## src/design/oahm_pkg.sv

```systemverilog
// ----------------------------------------------------------------------------
// oahm_pkg
// Shared types and constants for the open addressing hash map.
// ----------------------------------------------------------------------------
package oahm_pkg;

    localparam int DefCapacity   = 1024;
    localparam int DefKeyWidth   = 64;
    localparam int DefValueWidth = 64;

    localparam int  CountWidth = 11;
    localparam logic [CountWidth-1:0] LoadLimitReset = 11'd871;

    localparam logic [63:0] HashMul   = 64'd3079;
    localparam logic [63:0] ProbeStep = 64'd1572869;

    typedef enum logic [1:0] {
        OP_INSERT = 2'd0,
        OP_LOOKUP = 2'd1,
        OP_DELETE = 2'd2,
        OP_SPARE  = 2'd3
    } op_t;

    typedef enum logic [2:0] {
        ST_UPDATED   = 3'd0,
        ST_INSERTED  = 3'd1,
        ST_FOUND     = 3'd2,
        ST_NOT_FOUND = 3'd3,
        ST_REMOVED   = 3'd4,
        ST_BAD_KEY   = 3'd5,
        ST_FULL      = 3'd6
    } status_t;

endpackage

```

## src/design/oahm_front.sv

```systemverilog
// ----------------------------------------------------------------------------
// oahm_front
// Accepts items, checks for reserved keys and computes the home bucket,
// then pushes the classified item into a short queue for the back end.
// ----------------------------------------------------------------------------
module oahm_front import oahm_pkg::*; #(
    parameter int CAPACITY    = DefCapacity,
    parameter int KEY_WIDTH   = DefKeyWidth,
    parameter int VALUE_WIDTH = DefValueWidth,
    parameter int IDX_W       = $clog2(CAPACITY),
    parameter int ENTRY_W     = 2 + 1 + IDX_W + KEY_WIDTH + VALUE_WIDTH
) (
    input  logic                   aclk,
    input  logic                   aresetn,
    input  logic                   in_valid,
    output logic                   in_ready,
    input  logic [1:0]             in_op,
    input  logic [KEY_WIDTH-1:0]   in_key,
    input  logic [VALUE_WIDTH-1:0] in_value,
    output logic                   q_valid,
    input  logic                   q_pop,
    output logic [ENTRY_W-1:0]     q_data
);

    localparam int Depth = 2;

    logic [ENTRY_W-1:0] fifo_reg [Depth];
    logic               wr_ptr_reg, wr_ptr_next;
    logic               rd_ptr_reg, rd_ptr_next;
    logic [1:0]         cnt_reg, cnt_next;

    logic               bad_key;
    logic [63:0]        key_ext;
    logic [IDX_W-1:0]   home;
    logic               push;

    assign key_ext   = 64'(in_key);
    assign bad_key   = (key_ext == 64'd0) || (key_ext == 64'd1);
    // only the low index bits of the product matter
    assign home      = key_ext[IDX_W-1:0] * HashMul[IDX_W-1:0];

    assign in_ready = (cnt_reg != 2'(Depth));
    assign push     = in_valid && in_ready;
    assign q_valid  = (cnt_reg != 2'd0);
    assign q_data   = fifo_reg[rd_ptr_reg];

    always_comb begin
        wr_ptr_next = wr_ptr_reg ^ push;
        rd_ptr_next = rd_ptr_reg ^ (q_pop && q_valid);
        cnt_next    = cnt_reg + 2'(push) - 2'(q_pop && q_valid);
    end

    always_ff @(posedge aclk) begin
        if (!aresetn) begin
            wr_ptr_reg <= 1'b0;
            rd_ptr_reg <= 1'b0;
            cnt_reg    <= 2'd0;
        end else begin
            wr_ptr_reg <= wr_ptr_next;
            rd_ptr_reg <= rd_ptr_next;
            cnt_reg    <= cnt_next;
        end
        if (push) begin
            fifo_reg[wr_ptr_reg] <= {in_op, bad_key, home, in_key, in_value};
        end
    end

endmodule

```

## config.mk

```make
export PLATFORM = sky130hd
export DESIGN_NAME = oahm_front
export DESIGN_NICKNAME = d
export VERILOG_FILES = /design/src/design/oahm_pkg.sv /design/src/design/oahm_front.sv
export SDC_FILE = /design/constraint.sdc
export NUM_CORES = 1
export LEC_CHECK = 0
export BUFFER_PORTS_ARGS = -buffer_cell sky130_fd_sc_hd__buf_2
export CAP_MARGIN = 0
export CORE_MARGIN = 2
export CORE_UTILIZATION = 58
export CTS_CLUSTER_DIAMETER = 60
export DETAILED_ROUTE_END_ITERATION = 10
export GPL_TIMING_DRIVEN = 0
export PLACE_DENSITY = 0.86
export SLEW_MARGIN = 20
export SYNTH_ARGS = -nofsm -noshare
export SYNTH_HDL_FRONTEND = slang
export SYNTH_SLANG_ARGS = --single-unit
```

## constraint.sdc

```tcl
create_clock -name aclk -period 9.28 [get_ports aclk]
set_clock_uncertainty 0.15 [all_clocks]
set_input_delay 1.392 -clock aclk [delete_from_list [all_inputs] [get_ports aclk]]
set_output_delay 1.392 -clock aclk [all_outputs]
set_load 0.01 [all_outputs]
```

==> load_flow_metrics.sql, run 1 <==
INSERT INTO impl_metrics (metric_group, metric, value, unit) VALUES
('synthesis', 'syn-num-nets', '705', ''),
('timing', 'setup_viol_count_final', '0', ''),
('timing', 'max_slew.worst_pin.slew', '0.6662', 'ns'),
('timing', 'timing.final.crit_period', '3.452', 'ns'),
('layout', 'utilization', '0.7324', ''),
('detailed_routing', 'ant_nets', '0', ''),
('clock_network', 'cts_hold_repair.buffers', '0', ''),
('power_and_ir_drop', 'leakagePower', '5.586', 'nW'),
('synthesis', 'post_synth_and_or_nand_nor_area_fraction', '0.02155', ''),
('timing', 'layout_worst_path_cycle_share', '0.3720', ''),
('floorplan', 'die_height', '144.8', 'um'),
('worst_setup_path', 'timing.reg2reg.setup_slack', '7.08', 'ns'),
('min_path', 'hold_path_end', 'rd_ptr_reg', ''),
('synthesis', 'synth_edf_count', '280', ''),
('power_and_ir_drop', 'power.density', '272.4', 'mW/mm^2'),
('worst_setup_path', 'timing.critical_path.to_type', 'flop', ''),
('timing', 'setup-tns-final', '0', 'ns'),
('floorplan', 'fp.dieW', '144.8', 'um'),
('clock_network', 'tritoncts.num_buffers', '29', ''),
('worst_setup_path', 'arrival', '3.54', 'ns'),
('floorplan', 'start_util', '0.5905', ''),
('floorplan', 'std_cell_rows', '51', ''),
('worst_setup_path', 'critPathRequiredTime', '9.37', 'ns'),
('clock_network', 'worst_setup_hold_path_clk_slew', '0.06', 'ns'),
('placed_design', 'place_worst_setup_slack', '5.316', 'ns'),
('synthesis', 'synthesis.area', '0.01149', 'mm^2'),
('detailed_routing', 'detail_route.drc_violations', '0', ''),
('grt', 'grt_pass1_vias', '6344', ''),
('grt', 'globalRouteOverflowTotal', '0', ''),
('layout', 'num-nets-final', '1016', ''),
('grt', 'pin_count_of_the_biggest_net_entering_global_routing', '55', ''),
('floorplan', 'number_of_ports_placed_on_the_die_boundary', '277', ''),
('worst_setup_path', 'setup.worst_path.class', 'input port to flop', ''),
('clock_network', 'post_cts_resize_count', '0', ''),
('timing', 'unrepaired_setup_endpoints_after_global_routing', 'false', ''),
('synthesis', 'ys_seq_elements', '285', ''),
('detailed_routing', 'drt-pass1-iter-count', '4', ''),
('worst_setup_path', 'critical_path_peak_fanout', '6', ''),
('clock_network', 'ctsLongestPathBuffers', '3', ''),
('floorplan', 'core_region_area', '0.01946', 'mm^2'),
('outcome', 'run_status', 'complete, no violations', ''),
('timing', 'hold_viol', '0', ''),
('placed_design', 'port_buffers', '276', ''),
('layout', 'layout.cells.non_filler', '1143', ''),
('worst_setup_path', 'r2r.worst_path.cells', '5', ''),
('detailed_routing', 'detail_route.wirelength', '23370', 'um'),
('synthesis', 'post_synthesis_compound_gate_area_fraction', '0.007947', ''),
('synthesis', 'main_combinational_cell_family_by_area_after_synthesis', 'multiplexers', ''),
('timing', 'fin_worst_hold_slack', '0.3997', 'ns'),
('synthesis', 'synth_async_sr_flop_share', '0', ''),
('grt', 'antenna_found_initial', '2', ''),
('placed_design', 'sum_of_net_half_perimeters_after_detailed_placement', '15920', 'um'),
('timing', 'worst_max_slew_margin_expressed_relative_to_the_limit', '0.5518', ''),
('detailed_routing', 'via_per_inst', '5.255', ''),
('synthesis', 'syn-mean-instance-area', '21.05', 'um^2'),
('clock_network', 'tritoncts', 'done', ''),
('timing', 'max_clock_freq', '0.2897', 'GHz'),
('synthesis', 'share_of_cell_area_taken_by_muxes_after_synthesis', '0.1698', ''),
('clock_network', 'cts_root_buffer', 'clkbuf_16', ''),
('clock_network', 'clock_latency_late_sink', '0.53', 'ns'),
('synthesis', 'synth_xor_area_frac', '0.007620', ''),
('placed_design', 'dp.cells', '1091', ''),
('timing', 'max_slew_violation_total_from_the_final_report', '0', ''),
('detailed_routing', 'initialDrtViolationCount', '324', ''),
('min_path', 'hold_depth', '2', ''),
('synthesis', 'post_synth_inst_count', '546', ''),
('worst_setup_path', 'cp-start-kind', 'input port', ''),
('synthesis', 'synthesis.yosys.warnings', '0', ''),
('job', 'drv.max_cap_violation_count', '0', ''),
('min_path', 'min_path_type', 'flop to flop', ''),
('clock_network', 'numClockSinks', '285', '');
cell usage after synthesis (2+ instances only):
cell,instances,area [um^2]
nor2b_1,4,25.02
xor2_1,2,17.52
xnor2_1,8,70.07
mux2_2,40,450.4
dfxtp_1,5,100.1
edfxtp_1,280,8408
buf_2,4,20.02
nor2_1,4,15.01
buf_6,11,123.9
nand4_1,3,18.77
nand2b_1,2,12.51
ha_1,17,212.7
mux2_4,100,1501
fa_1,8,160.2
nor3_1,4,20.02
nor4_1,13,81.33
nand2_1,2,7.510
inv_1,18,67.56
nand3_1,2,10.01
and2_1,2,12.51
metrics by stage:
stage / instance area (um^2) / total power (W)
after global placement: 13210 / 0.002787
after detailed placement: 13340 / 0.002802
final: 14250 / 0.003883
after floorplan: 11490 / 0.002432
after global routing: 14250 / 0.004046
after CTS: 14250 / 0.003917
critical path, cell delays in order:
cell and delay, ns:
buf_2 0.14, fa_1 0.54, ha_1 0.18, inv_1 0.07, fa_1 0.45, nand2b_1 0.16
a21boi_1 0.27, o21a_1 0.18, o311ai_1 0.16
layout make-up:
cell class / count / area (um^2)
Timing Repair Buffer: 280 / 1491
Tap cell: 265 / 331.6
Sequential cell: 285 / 8508
Antenna cell: 1 / 2.502
Fill cell: 1176 / 5209
Buffer: 17 / 166.4
Inverter: 18 / 67.56
Clock buffer: 31 / 733.2
Multi-Input combinational cell: 226 / 2776
Clock inverter: 20 / 176.4
layout by cell type, fill, tap and decap left out, types with 5 or more instances in the layout:
| cell type | netlist | final |
|---|---|---|
| buf_2 | 4 | 280 |
| edfxtp_1 | 280 | 280 |
| mux2_4 | 100 | 100 |
| mux2_2 | 40 | 40 |
| clkbuf_16 | 0 | 29 |
| inv_1 | 18 | 18 |
| ha_1 | 17 | 15 |
| nor4_1 | 13 | 13 |
| buf_6 | 11 | 11 |
| xnor2_1 | 8 | 8 |
| fa_1 | 8 | 8 |
| clkinv_2 | 0 | 8 |
| clkinv_1 | 0 | 6 |
| dfxtp_1 | 5 | 5 |
where the power goes:
group	switching [W]	internal (W)
Sequential	0.0000483	0.00165
Clock	0.000458	0.000650
Combinational	0.000548	0.000532
per-layer routing:
layer | part of all wire | routed length (um) | global-route usage
met4 | 0.019 | 454 | 0.05263
met2 | 0.52 | 12190 | 0.4022
met3 | 0.093 | 2178 | 0.06877
met5 | 0.00056 | 13 | 0
met1 | 0.37 | 8531 | 0.2412
cell families after synthesis:
group	after synthesis
flops	285
mux	140
simple gates	41
buf+inv	35
fa+ha+maj	25
compound gates	10
xor+xnor	10
how the worst max path moves through the flow:
stage / slack (ns) / end / start / cells after the start
after detailed placement: 5.32 / fifo_reg[0][136] / in_key[0] / 9
after global placement: 2.09 / fifo_reg[0][6] / in_valid / 4
after floorplan: 3.83 / fifo_reg[1][0] / in_valid / 3
after global routing: 5.74 / q_data[128] / flop / 5
after CTS: 5.78 / q_data[128] / flop / 5
final: 5.83 / fifo_reg[0][136] / in_key[0] / 9
Note: power is estimated with default switching activity, not from simulation.
==> run 2: changes to the inputs <==
--- a/config.mk
+++ b/config.mk
@@ -8,11 +8,11 @@
 export BUFFER_PORTS_ARGS = -buffer_cell sky130_fd_sc_hd__buf_2
 export CAP_MARGIN = 0
 export CORE_MARGIN = 2
-export CORE_UTILIZATION = 58
+export CORE_UTILIZATION = 53
 export CTS_CLUSTER_DIAMETER = 60
 export DETAILED_ROUTE_END_ITERATION = 10
 export GPL_TIMING_DRIVEN = 0
-export PLACE_DENSITY = 0.86
+export PLACE_DENSITY = 0.79
 export SLEW_MARGIN = 20
 export SYNTH_ARGS = -nofsm -noshare
 export SYNTH_HDL_FRONTEND = slang
==> constraint.sdc (replaced) <==
create_clock -name aclk -period 3.6 [get_ports aclk]
set_clock_uncertainty 0.15 [all_clocks]
set_input_delay 0.54 -clock aclk [delete_from_list [all_inputs] [get_ports aclk]]
set_output_delay 0.54 -clock aclk [all_outputs]
set_load 0.01 [all_outputs]
==> run 2 against run 1 <==
  * Sequential power grew to 2.6 times the previous value
  * Die area rose by 9.2%
  * Global-route usage down 1.9 points
  * Register-to-register slack got worse by 5.6 ns
  * Final cell count rose by 1.1%
  * Critical endpoint is now q_data[128]
  * Largest power group unchanged
==> load_flow_metrics.sql, run 2 (same netlist as run 1, synthesis figures left out) <==
INSERT INTO impl_metrics (metric_group, metric, value, unit) VALUES
('min_path', 'hold_depth', '1', ''),
('min_path', 'startpoint_of_the_lowest_slack_hold_path', 'in_value[8]', ''),
('worst_setup_path', 'critPathRequiredTime', '2.91', 'ns'),
('floorplan', 'fp.dieArea', '0.02288', 'mm^2'),
('layout', 'layout.cells.non_filler', '1156', ''),
('clock_network', 'ctsLongestPathBuffers', '3', ''),
('timing', 'finalWorstSetupSlack', '0.9648', 'ns'),
('layout', 'layout-drive-gt1-share', '0.5524', ''),
('timing', 'unrepaired_setup_endpoints_after_global_routing', 'false', ''),
('grt', 'grt_pass1_vias', '6287', ''),
('clock_network', 'cts_hold_repair.buffers', '0', ''),
('floorplan', 'core_region_area', '0.02115', 'mm^2'),
('grt', 'pin_count_of_the_biggest_net_entering_global_routing', '52', ''),
('timing', 'max_slew_violation_total_from_the_final_report', '0', ''),
('power_and_ir_drop', 'combPwrFrac', '0.279', ''),
('worst_setup_path', 'cp-start-kind', 'flop', ''),
('layout', 'area.growth.synth_to_final', '24.32', '%'),
('power_and_ir_drop', 'total_switching_power', '0.002710', 'W'),
('clock_network', 'post-cts-setup-buffers', '0', ''),
('timing', 'hold_viol', '0', ''),
('detailed_routing', 'via_per_inst', '5.213', ''),
('power_and_ir_drop', 'share_clk_of_total_power', '0.286', ''),
('floorplan', 'number_of_ports_placed_on_the_die_boundary', '277', ''),
('placed_design', 'dp.cells', '1103', ''),
('power_and_ir_drop', 'power.density', '701.1', 'mW/mm^2'),
('detailed_routing', 'ant_nets', '0', ''),
('clock_network', 'number_of_h_tree_branching_levels', '1', ''),
('clock_network', 'tritoncts.num_buffers', '29', ''),
('worst_setup_path', 'source_of_the_worst_register_to_register_timing_path', 'cnt_reg[1]', ''),
('worst_setup_path', 'critical_path_peak_fanout', '10', ''),
('worst_setup_path', 'timing.critical_path.to_type', 'output pin', ''),
('floorplan', 'start_util', '0.5433', ''),
('timing', 'timing.final.crit_period', '2.635', 'ns'),
('detailed_routing', 'initialDrtViolationCount', '264', ''),
('power_and_ir_drop', 'intPower', '0.007307', 'W'),
('clock_network', 'numClockSinks', '285', ''),
('detailed_routing', 'drt-pass1-iter-count', '4', ''),
('layout', 'final_cell_area', '0.01429', 'mm^2'),
('job', 'drv.max_cap_violation_count', '0', ''),
('placed_design', 'port_buffers', '276', ''),
('clock_network', 'worst_setup_hold_path_clk_slew', '0.06', 'ns'),
('power_and_ir_drop', 'leakagePower', '5.590', 'nW'),
('timing', 'max_slew.worst_pin.slew', '0.6491', 'ns'),
('power_and_ir_drop', 'seqPwrFrac', '0.435', ''),
('placed_design', 'place_worst_setup_slack', '0.5220', 'ns'),
('floorplan', 'std_cell_rows', '53', ''),
('grt', 'grt_pass1_wl', '34080', 'um'),
('timing', 'layout_worst_path_cycle_share', '0.7320', ''),
('timing', 'worst_max_slew_margin_expressed_relative_to_the_limit', '0.5633', ''),
('detailed_routing', 'detail_route.wirelength', '23280', 'um'),
('detailed_routing', 'detailroute.via_count', '6026', ''),
('placed_design', 'sum_of_net_half_perimeters_after_detailed_placement', '16900', 'um'),
('floorplan', 'die_height', '151.3', 'um'),
('placed_design', 'placedInstanceArea', '0.01338', 'mm^2'),
('power_and_ir_drop', 'swShare', '0.2706', ''),
('outcome', 'run_status', 'complete, no violations', ''),
('clock_network', 'clock_latency_late_sink', '0.53', 'ns'),
('clock_network', 'tritoncts', 'done', ''),
('worst_setup_path', 'r2r.worst_path.cells', '6', ''),
('detailed_routing', 'wl_per_cell', '20.14', 'um'),
('clock_network', 'post_cts_resize_count', '0', ''),
('min_path', 'min_path_type', 'input port to flop', ''),
('worst_setup_path', 'arrival', '1.95', 'ns'),
('timing', 'max_clock_freq', '0.3795', 'GHz'),
('grt', 'grt_resource_usage_total', '0.1979', ''),
('power_and_ir_drop', 'report.power.total', '0.01002', 'W'),
('placed_design', 'globalplace.congestion', '0.7732', ''),
('clock_network', 'cts_root_buffer', 'clkbuf_16', ''),
('timing', 'setup_viol_count_final', '0', ''),
('layout', 'num-nets-final', '1018', ''),
('layout', 'leading_cell_types_in_the_layout_fill_and_taps_excluded', 'buf_2, edfxtp_1, mux2_4, mux2_2, clkbuf_16', ''),
('layout', 'max_ffs_per_register', '280', ''),
('grt', 'globalRouteOverflowTotal', '0', ''),
('power_and_ir_drop', 'ir_drop', '403.5', 'uV'),
('detailed_routing', 'detail_route.drc_violations', '0', ''),
('grt', 'antenna_found_initial', '4', ''),
('floorplan', 'fp.dieW', '151.3', 'um'),
('worst_setup_path', 'setup.worst_path.class', 'flop to output pin', '');
run 2: changes by cell type in the layout (fill, tap and decap cells not counted):
cell        previous run  this run
buf_12                 0         4
buf_16                 4         2
clkbuf_1               2         6
clkinv_2               8         3
clkinvlp_4             2         0
diode_2                1         3
inv_6                  0         2
run 2: cell type report:
cell class / count / area [um^2]
Buffer: 17 / 166.4
Timing Repair Buffer: 282 / 1516
Inverter: 18 / 67.56
Antenna cell: 3 / 7.507
Tap cell: 275 / 344.1
Sequential cell: 285 / 8508
Multi-Input combinational cell: 226 / 2776
Fill cell: 1437 / 6865
Clock inverter: 15 / 153.9
Clock buffer: 35 / 748.2
run 2: power by group through the flow:
stage | clock network, W | registers, W | logic [W]
5_1_grt | 0.00304 | 0.00440 | 0.00302
3_5_place_dp | 0 | 0.00443 | 0.00283
2_1_floorplan | 0 | 0.00446 | 0.00181
4_1_cts | 0.00290 | 0.00436 | 0.00285
6_report | 0.00286 | 0.00436 | 0.00280
3_3_place_gp | 0 | 0.00452 | 0.00271
run 2: worst paths after layout:
kind,to,slack (ns)
max,q_data[128],0.96
min,fifo_reg[1][8],0.04
max reg2reg,fifo_reg[0][59],1.44
min reg2reg,rd_ptr_reg,0.40
run 2: stage by stage:
step / utilization / TNS (ns) / hold slack (ns)
after CTS: 0.6751 / 0 / 0.01423
after global placement: 0.6249 / -794.67 / 0.3710
after detailed placement: 0.6325 / 0 / 0.3873
after global routing: 0.6755 / 0 / 0.01245
after floorplan: - / -280.75 / 0.3530
final: 0.6755 / 0 / 0.03645
run 2: critical path: stages (launching register included):
cell and delay, ns:
dfxtp_1 0.33, buf_6 0.11, buf_2 0.31, mux2_2 0.41, buf_4 0.13, buf_2 0.13
run 2: per-layer routing:
layer,global-route usage,wire length [um],up-vias,part of all wire
met1,0.2237,8474,2970,0.36
met4,0.05561,504,2,0.022
met2,0.3579,12060,234,0.52
li1,-,-,2778,-
met5,0,13,-,0.00056
met3,0.06536,2221,42,0.095
==> run 3: changes to the inputs <==
--- a/config.mk
+++ b/config.mk
@@ -5,14 +5,15 @@
 export SDC_FILE = /design/constraint.sdc
 export NUM_CORES = 1
 export LEC_CHECK = 0
+export ABC_AREA = 1
 export BUFFER_PORTS_ARGS = -buffer_cell sky130_fd_sc_hd__buf_2
 export CAP_MARGIN = 0
 export CORE_MARGIN = 2
-export CORE_UTILIZATION = 53
+export CORE_UTILIZATION = 48
 export CTS_CLUSTER_DIAMETER = 60
 export DETAILED_ROUTE_END_ITERATION = 10
 export GPL_TIMING_DRIVEN = 0
-export PLACE_DENSITY = 0.79
+export PLACE_DENSITY = 0.75
 export SLEW_MARGIN = 20
 export SYNTH_ARGS = -nofsm -noshare
 export SYNTH_HDL_FRONTEND = slang
==> constraint.sdc (replaced) <==
create_clock -name aclk -period 2.2 [get_ports aclk]
set_clock_uncertainty 0.15 [all_clocks]
set_input_delay 0.33 -clock aclk [delete_from_list [all_inputs] [get_ports aclk]]
set_output_delay 0.33 -clock aclk [all_outputs]
set_load 0.01 [all_outputs]
==> run 3 against run 2 <==
  * Non-clock buffer count up 137
  * First-iteration DRC count up 81%
  * Highest routed layer is now met4
  * Sequential cell count unchanged
  * Sequential share of layout area down 8.3 points
  * The run now ends with setup timing left
  * Routed wire length up 23%
  * Clock-buffer cell count down 4
  * Global-route usage about the same
  * Worst setup slack worse by 1.0 ns
  * Via count up 17%
  * Area after synthesis up 1.8%
  * Power up 88%
  * Largest cell class unchanged
==> load_flow_metrics.sql, run 3 <==
INSERT INTO impl_metrics (metric_group, metric, value, unit) VALUES
('worst_setup_path', 'r2r-end', 'fifo_reg[1][96]', ''),
('layout', 'fillCellCount', '1552', ''),
('synthesis', 'synthesis.yosys.warnings', '0', ''),
('synthesis', 'synthesis.area', '0.01170', 'mm^2'),
('layout', 'layout_commonest_cell', 'edfxtp_1', ''),
('grt', 'pin_count_of_the_biggest_net_entering_global_routing', '50', ''),
('clock_network', 'numClockSinks', '285', ''),
('grt', 'antenna_found_initial', '1', ''),
('min_path', 'hold_path_end', 'wr_ptr_reg', ''),
('grt', 'grt_resource_usage_total', '0.1980', ''),
('grt', 'grt_pass1_wl', '39760', 'um'),
('detailed_routing', 'detail_route.drc_violations', '0', ''),
('synthesis', 'synth_async_sr_flop_share', '0', ''),
('synthesis', 'ys_seq_area_frac', '0.7274', ''),
('placed_design', 'dp.cells', '1239', ''),
('floorplan', 'fp.dieW', '160.1', 'um'),
('worst_setup_path', 'r2r.worst_path.cells', '7', ''),
('power_and_ir_drop', 'intPower', '0.01347', 'W'),
('timing', 'worst_max_slew_margin_expressed_relative_to_the_limit', '0.7847', ''),
('synthesis', 'syn-num-nets', '792', ''),
('synthesis', 'ys_top_cells_by_area', 'edfxtp_1, mux2_4, mux2_2', ''),
('min_path', 'startpoint_of_the_lowest_slack_hold_path', 'in_valid', ''),
('grt', 'grt_pass1_vias', '7327', ''),
('layout', 'area.growth.synth_to_final', '41.98', '%'),
('synthesis', 'synth_top_area_frac', '0.7188', ''),
('clock_network', 'tritoncts', 'done', ''),
('power_and_ir_drop', 'seqPwrFrac', '0.393', ''),
('worst_setup_path', 'source_of_the_worst_register_to_register_timing_path', 'cnt_reg[0]', ''),
('timing', 'layout_worst_path_cycle_share', '1.037', ''),
('floorplan', 'fp.dieArea', '0.02564', 'mm^2'),
('layout', 'layout.cells.non_filler', '1429', ''),
('timing', 'setup_viol_count_final', '131', ''),
('placed_design', 'placedInstanceArea', '0.01368', 'mm^2'),
('outcome', 'run_status', 'finished with violations', ''),
('timing', 'max_slew_violation_total_from_the_final_report', '0', ''),
('synthesis', 'synth_common_cells', 'edfxtp_1, mux2_4, inv_1', ''),
('min_path', 'min_path_type', 'input port to flop', ''),
('synthesis', 'ys_seq_elements', '285', ''),
('worst_setup_path', 'arrival', '1.80', 'ns'),
('layout', 'layout-drive-gt1-share', '0.4565', ''),
('detailed_routing', 'wl_per_cell', '19.97', 'um'),
('clock_network', 'clock_latency_late_sink', '0.53', 'ns'),
('floorplan', 'start_util', '0.4853', ''),
('timing', 'max_slew.worst_pin.slew', '0.3229', 'ns'),
('power_and_ir_drop', 'leakagePower', '6.720', 'nW'),
('placed_design', 'globalplace.congestion', '0.7782', ''),
('grt', 'globalRouteOverflowTotal', '0', ''),
('detailed_routing', 'detail_route.wirelength', '28540', 'um'),
('power_and_ir_drop', 'ir_drop', '758.9', 'uV'),
('detailed_routing', 'via_per_inst', '4.913', ''),
('synthesis', 'synth_edf_count', '280', ''),
('synthesis', 'dominant_register_cell_in_the_synthesized_netlist', 'edfxtp_1', ''),
('synthesis', 'synth.largest_area_cell', 'edfxtp_1', ''),
('worst_setup_path', 'cp-start-kind', 'flop', ''),
('synthesis', 'syn-mean-instance-area', '18.48', 'um^2'),
('timing', 'timing.final.crit_period', '2.282', 'ns'),
('worst_setup_path', 'timing.reg2reg.setup_slack', '0.28', 'ns'),
('detailed_routing', 'ant_nets', '0', ''),
('job', 'drv.max_cap_violation_count', '0', ''),
('layout', 'final_cell_area', '0.01661', 'mm^2'),
('detailed_routing', 'detailroute.via_count', '7021', ''),
('clock_network', 'post-cts-setup-buffers', '0', ''),
('synthesis', 'ys_types', '24', ''),
('layout', 'leading_cell_types_in_the_layout_fill_and_taps_excluded', 'edfxtp_1, buf_2, dlygate4sd3_1, mux2_4, buf_6', ''),
('power_and_ir_drop', 'share_clk_of_total_power', '0.254', ''),
('floorplan', 'core_region_area', '0.02411', 'mm^2'),
('worst_setup_path', 'setup.worst_path.class', 'flop to output pin', ''),
('timing', 'max_clock_freq', '0.4381', 'GHz'),
('clock_network', 'worst_setup_hold_path_clk_slew', '0.06', 'ns'),
('power_and_ir_drop', 'total_switching_power', '0.005354', 'W'),
('clock_network', 'cts_root_buffer', 'clkbuf_16', ''),
('placed_design', 'sum_of_net_half_perimeters_after_detailed_placement', '15850', 'um'),
('worst_setup_path', 'critical_path_peak_fanout', '10', ''),
('synthesis', 'post-synth-top-count-cell', 'edfxtp_1', ''),
('floorplan', 'std_cell_rows', '57', ''),
('worst_setup_path', 'critPathRequiredTime', '1.72', 'ns'),
('layout', 'num-nets-final', '1242', ''),
('clock_network', 'tritoncts.num_buffers', '29', ''),
('floorplan', 'number_of_ports_placed_on_the_die_boundary', '277', ''),
('floorplan', 'die_height', '160.1', 'um'),
('detailed_routing', 'drt-pass1-iter-count', '5', ''),
('layout', 'max_ffs_per_register', '280', ''),
('synthesis', 'post_synth_inst_count', '633', ''),
('timing', 'finalWorstSetupSlack', '-0.08233', 'ns'),
('detailed_routing', 'initialDrtViolationCount', '478', ''),
('placed_design', 'port_buffers', '276', ''),
('timing', 'hold_viol', '0', ''),
('power_and_ir_drop', 'combPwrFrac', '0.354', ''),
('power_and_ir_drop', 'power.density', '1134', 'mW/mm^2'),
('timing', 'unrepaired_setup_endpoints_after_global_routing', 'true', ''),
('clock_network', 'ctsLongestPathBuffers', '3', ''),
('min_path', 'hold_depth', '5', ''),
('power_and_ir_drop', 'swShare', '0.2843', ''),
('outcome', 'failed_checks', 'setup timing', ''),
('worst_setup_path', 'timing.critical_path.to_type', 'output pin', ''),
('clock_network', 'number_of_h_tree_branching_levels', '1', '');
[run 3: changes by cell type after synthesis, sizes merged, moves of 4 or more]
| cell | previous run | this run |
|---|---|---|
| a21oi | 1 | 5 |
| nor4 | 14 | 0 |
| nand2 | 2 | 51 |
| inv | 18 | 57 |
| nor2 | 4 | 31 |
| nor2b | 4 | 0 |
[run 3: timing repair]
action	in CTS	in global routing
hold buffers	131	0
resized for setup	35	65
gates cloned	0	7
endpoints found under the setup margin	141	138
hold endpoints to repair	265	0
pin swaps	0	1
[run 3: how the worst max path moves through the flow]
stage               slack [ns]               end        from  depth (start not counted)
floorplan                -0.01  fifo_reg[0][136]   in_key[0]                          9
global placement         -0.59    fifo_reg[0][5]  cnt_reg[0]                          5
detailed placement       -0.28  fifo_reg[1][136]   in_key[0]                         10
CTS                      -0.11        q_data[93]        flop                          5
global route             -0.14         q_data[9]        flop                          5
finish                   -0.08         q_data[9]        flop                          5
[run 3: kinds of logic after synthesis]
| family | count (synthesis) | synth area share |
|---|---|---|
| AOI/OAI and AO/OA | 7 | 0.003208 |
| xor gates and xnor gates | 8 | 0.005990 |
| adders and majority gates | 25 | 0.03187 |
| buffers and inverters | 74 | 0.03252 |
| DFF | 285 | 0.7274 |
| muxes | 140 | 0.1669 |
| and+or+nand+nor | 94 | 0.03219 |
[run 3: final cells by class]
type	count	area, um^2	area share
Antenna cell	1	2.502	0.0001507
Clock inverter	21	192.7	0.01160
Sequential cell	285	8511	0.5124
Tap cell	324	405.4	0.02441
Inverter	57	214.0	0.01288
Clock buffer	31	733.2	0.04415
Buffer	17	276.5	0.01665
Multi-Input combinational cell	274	2865	0.1725
Timing Repair Buffer	419	3408	0.2052
[run 3: metal layers]
metal | global-route usage | vias to the layer above | wire [um]
met5 | 0 | - | 0
met1 | 0.2386 | 3469 | 10670
met3 | 0.04649 | 37 | 2211
met2 | 0.3652 | 295 | 15150
met4 | 0.03767 | 0 | 504
li1 | - | 3220 | -
[run 3: stage by stage]
step / setup WS (ns) / TNS, ns / total power [W] / utilization / hold slack [ns]
6_report: -0.08233 / -5.273 / 0.01883 / 0.6890 / 0.09616
2_1_floorplan: -0.01108 / -2.335 / 0.01084 / - / 0.2734
3_5_place_dp: -0.2827 / -1.301 / 0.01277 / 0.5673 / 0.3689
3_3_place_gp: -0.5922 / -162.24 / 0.01257 / 0.5611 / 0.3449
5_1_grt: -0.1374 / -13.56 / 0.01955 / 0.6889 / 0.1135
4_1_cts: -0.1117 / -11.24 / 0.01797 / 0.6671 / 0.06766
[run 3: critical path, stage by stage, from the launching register on]
cell and delay, ns:
dfxtp_2 0.33, buf_8 0.14, buf_12 0.16, buf_12 0.16
mux2_4 0.33, buf_2 0.15
[run 3: power groups by stage]
stage / registers, W / clock network, W / logic [W]
after global placement: 0.00746 / 0 / 0.00511
after CTS: 0.00735 / 0.00485 / 0.00578
after floorplan: 0.00741 / 0 / 0.00343
final: 0.00739 / 0.00478 / 0.00666
after detailed placement: 0.00746 / 0 / 0.00531
after global routing: 0.00746 / 0.00507 / 0.00701
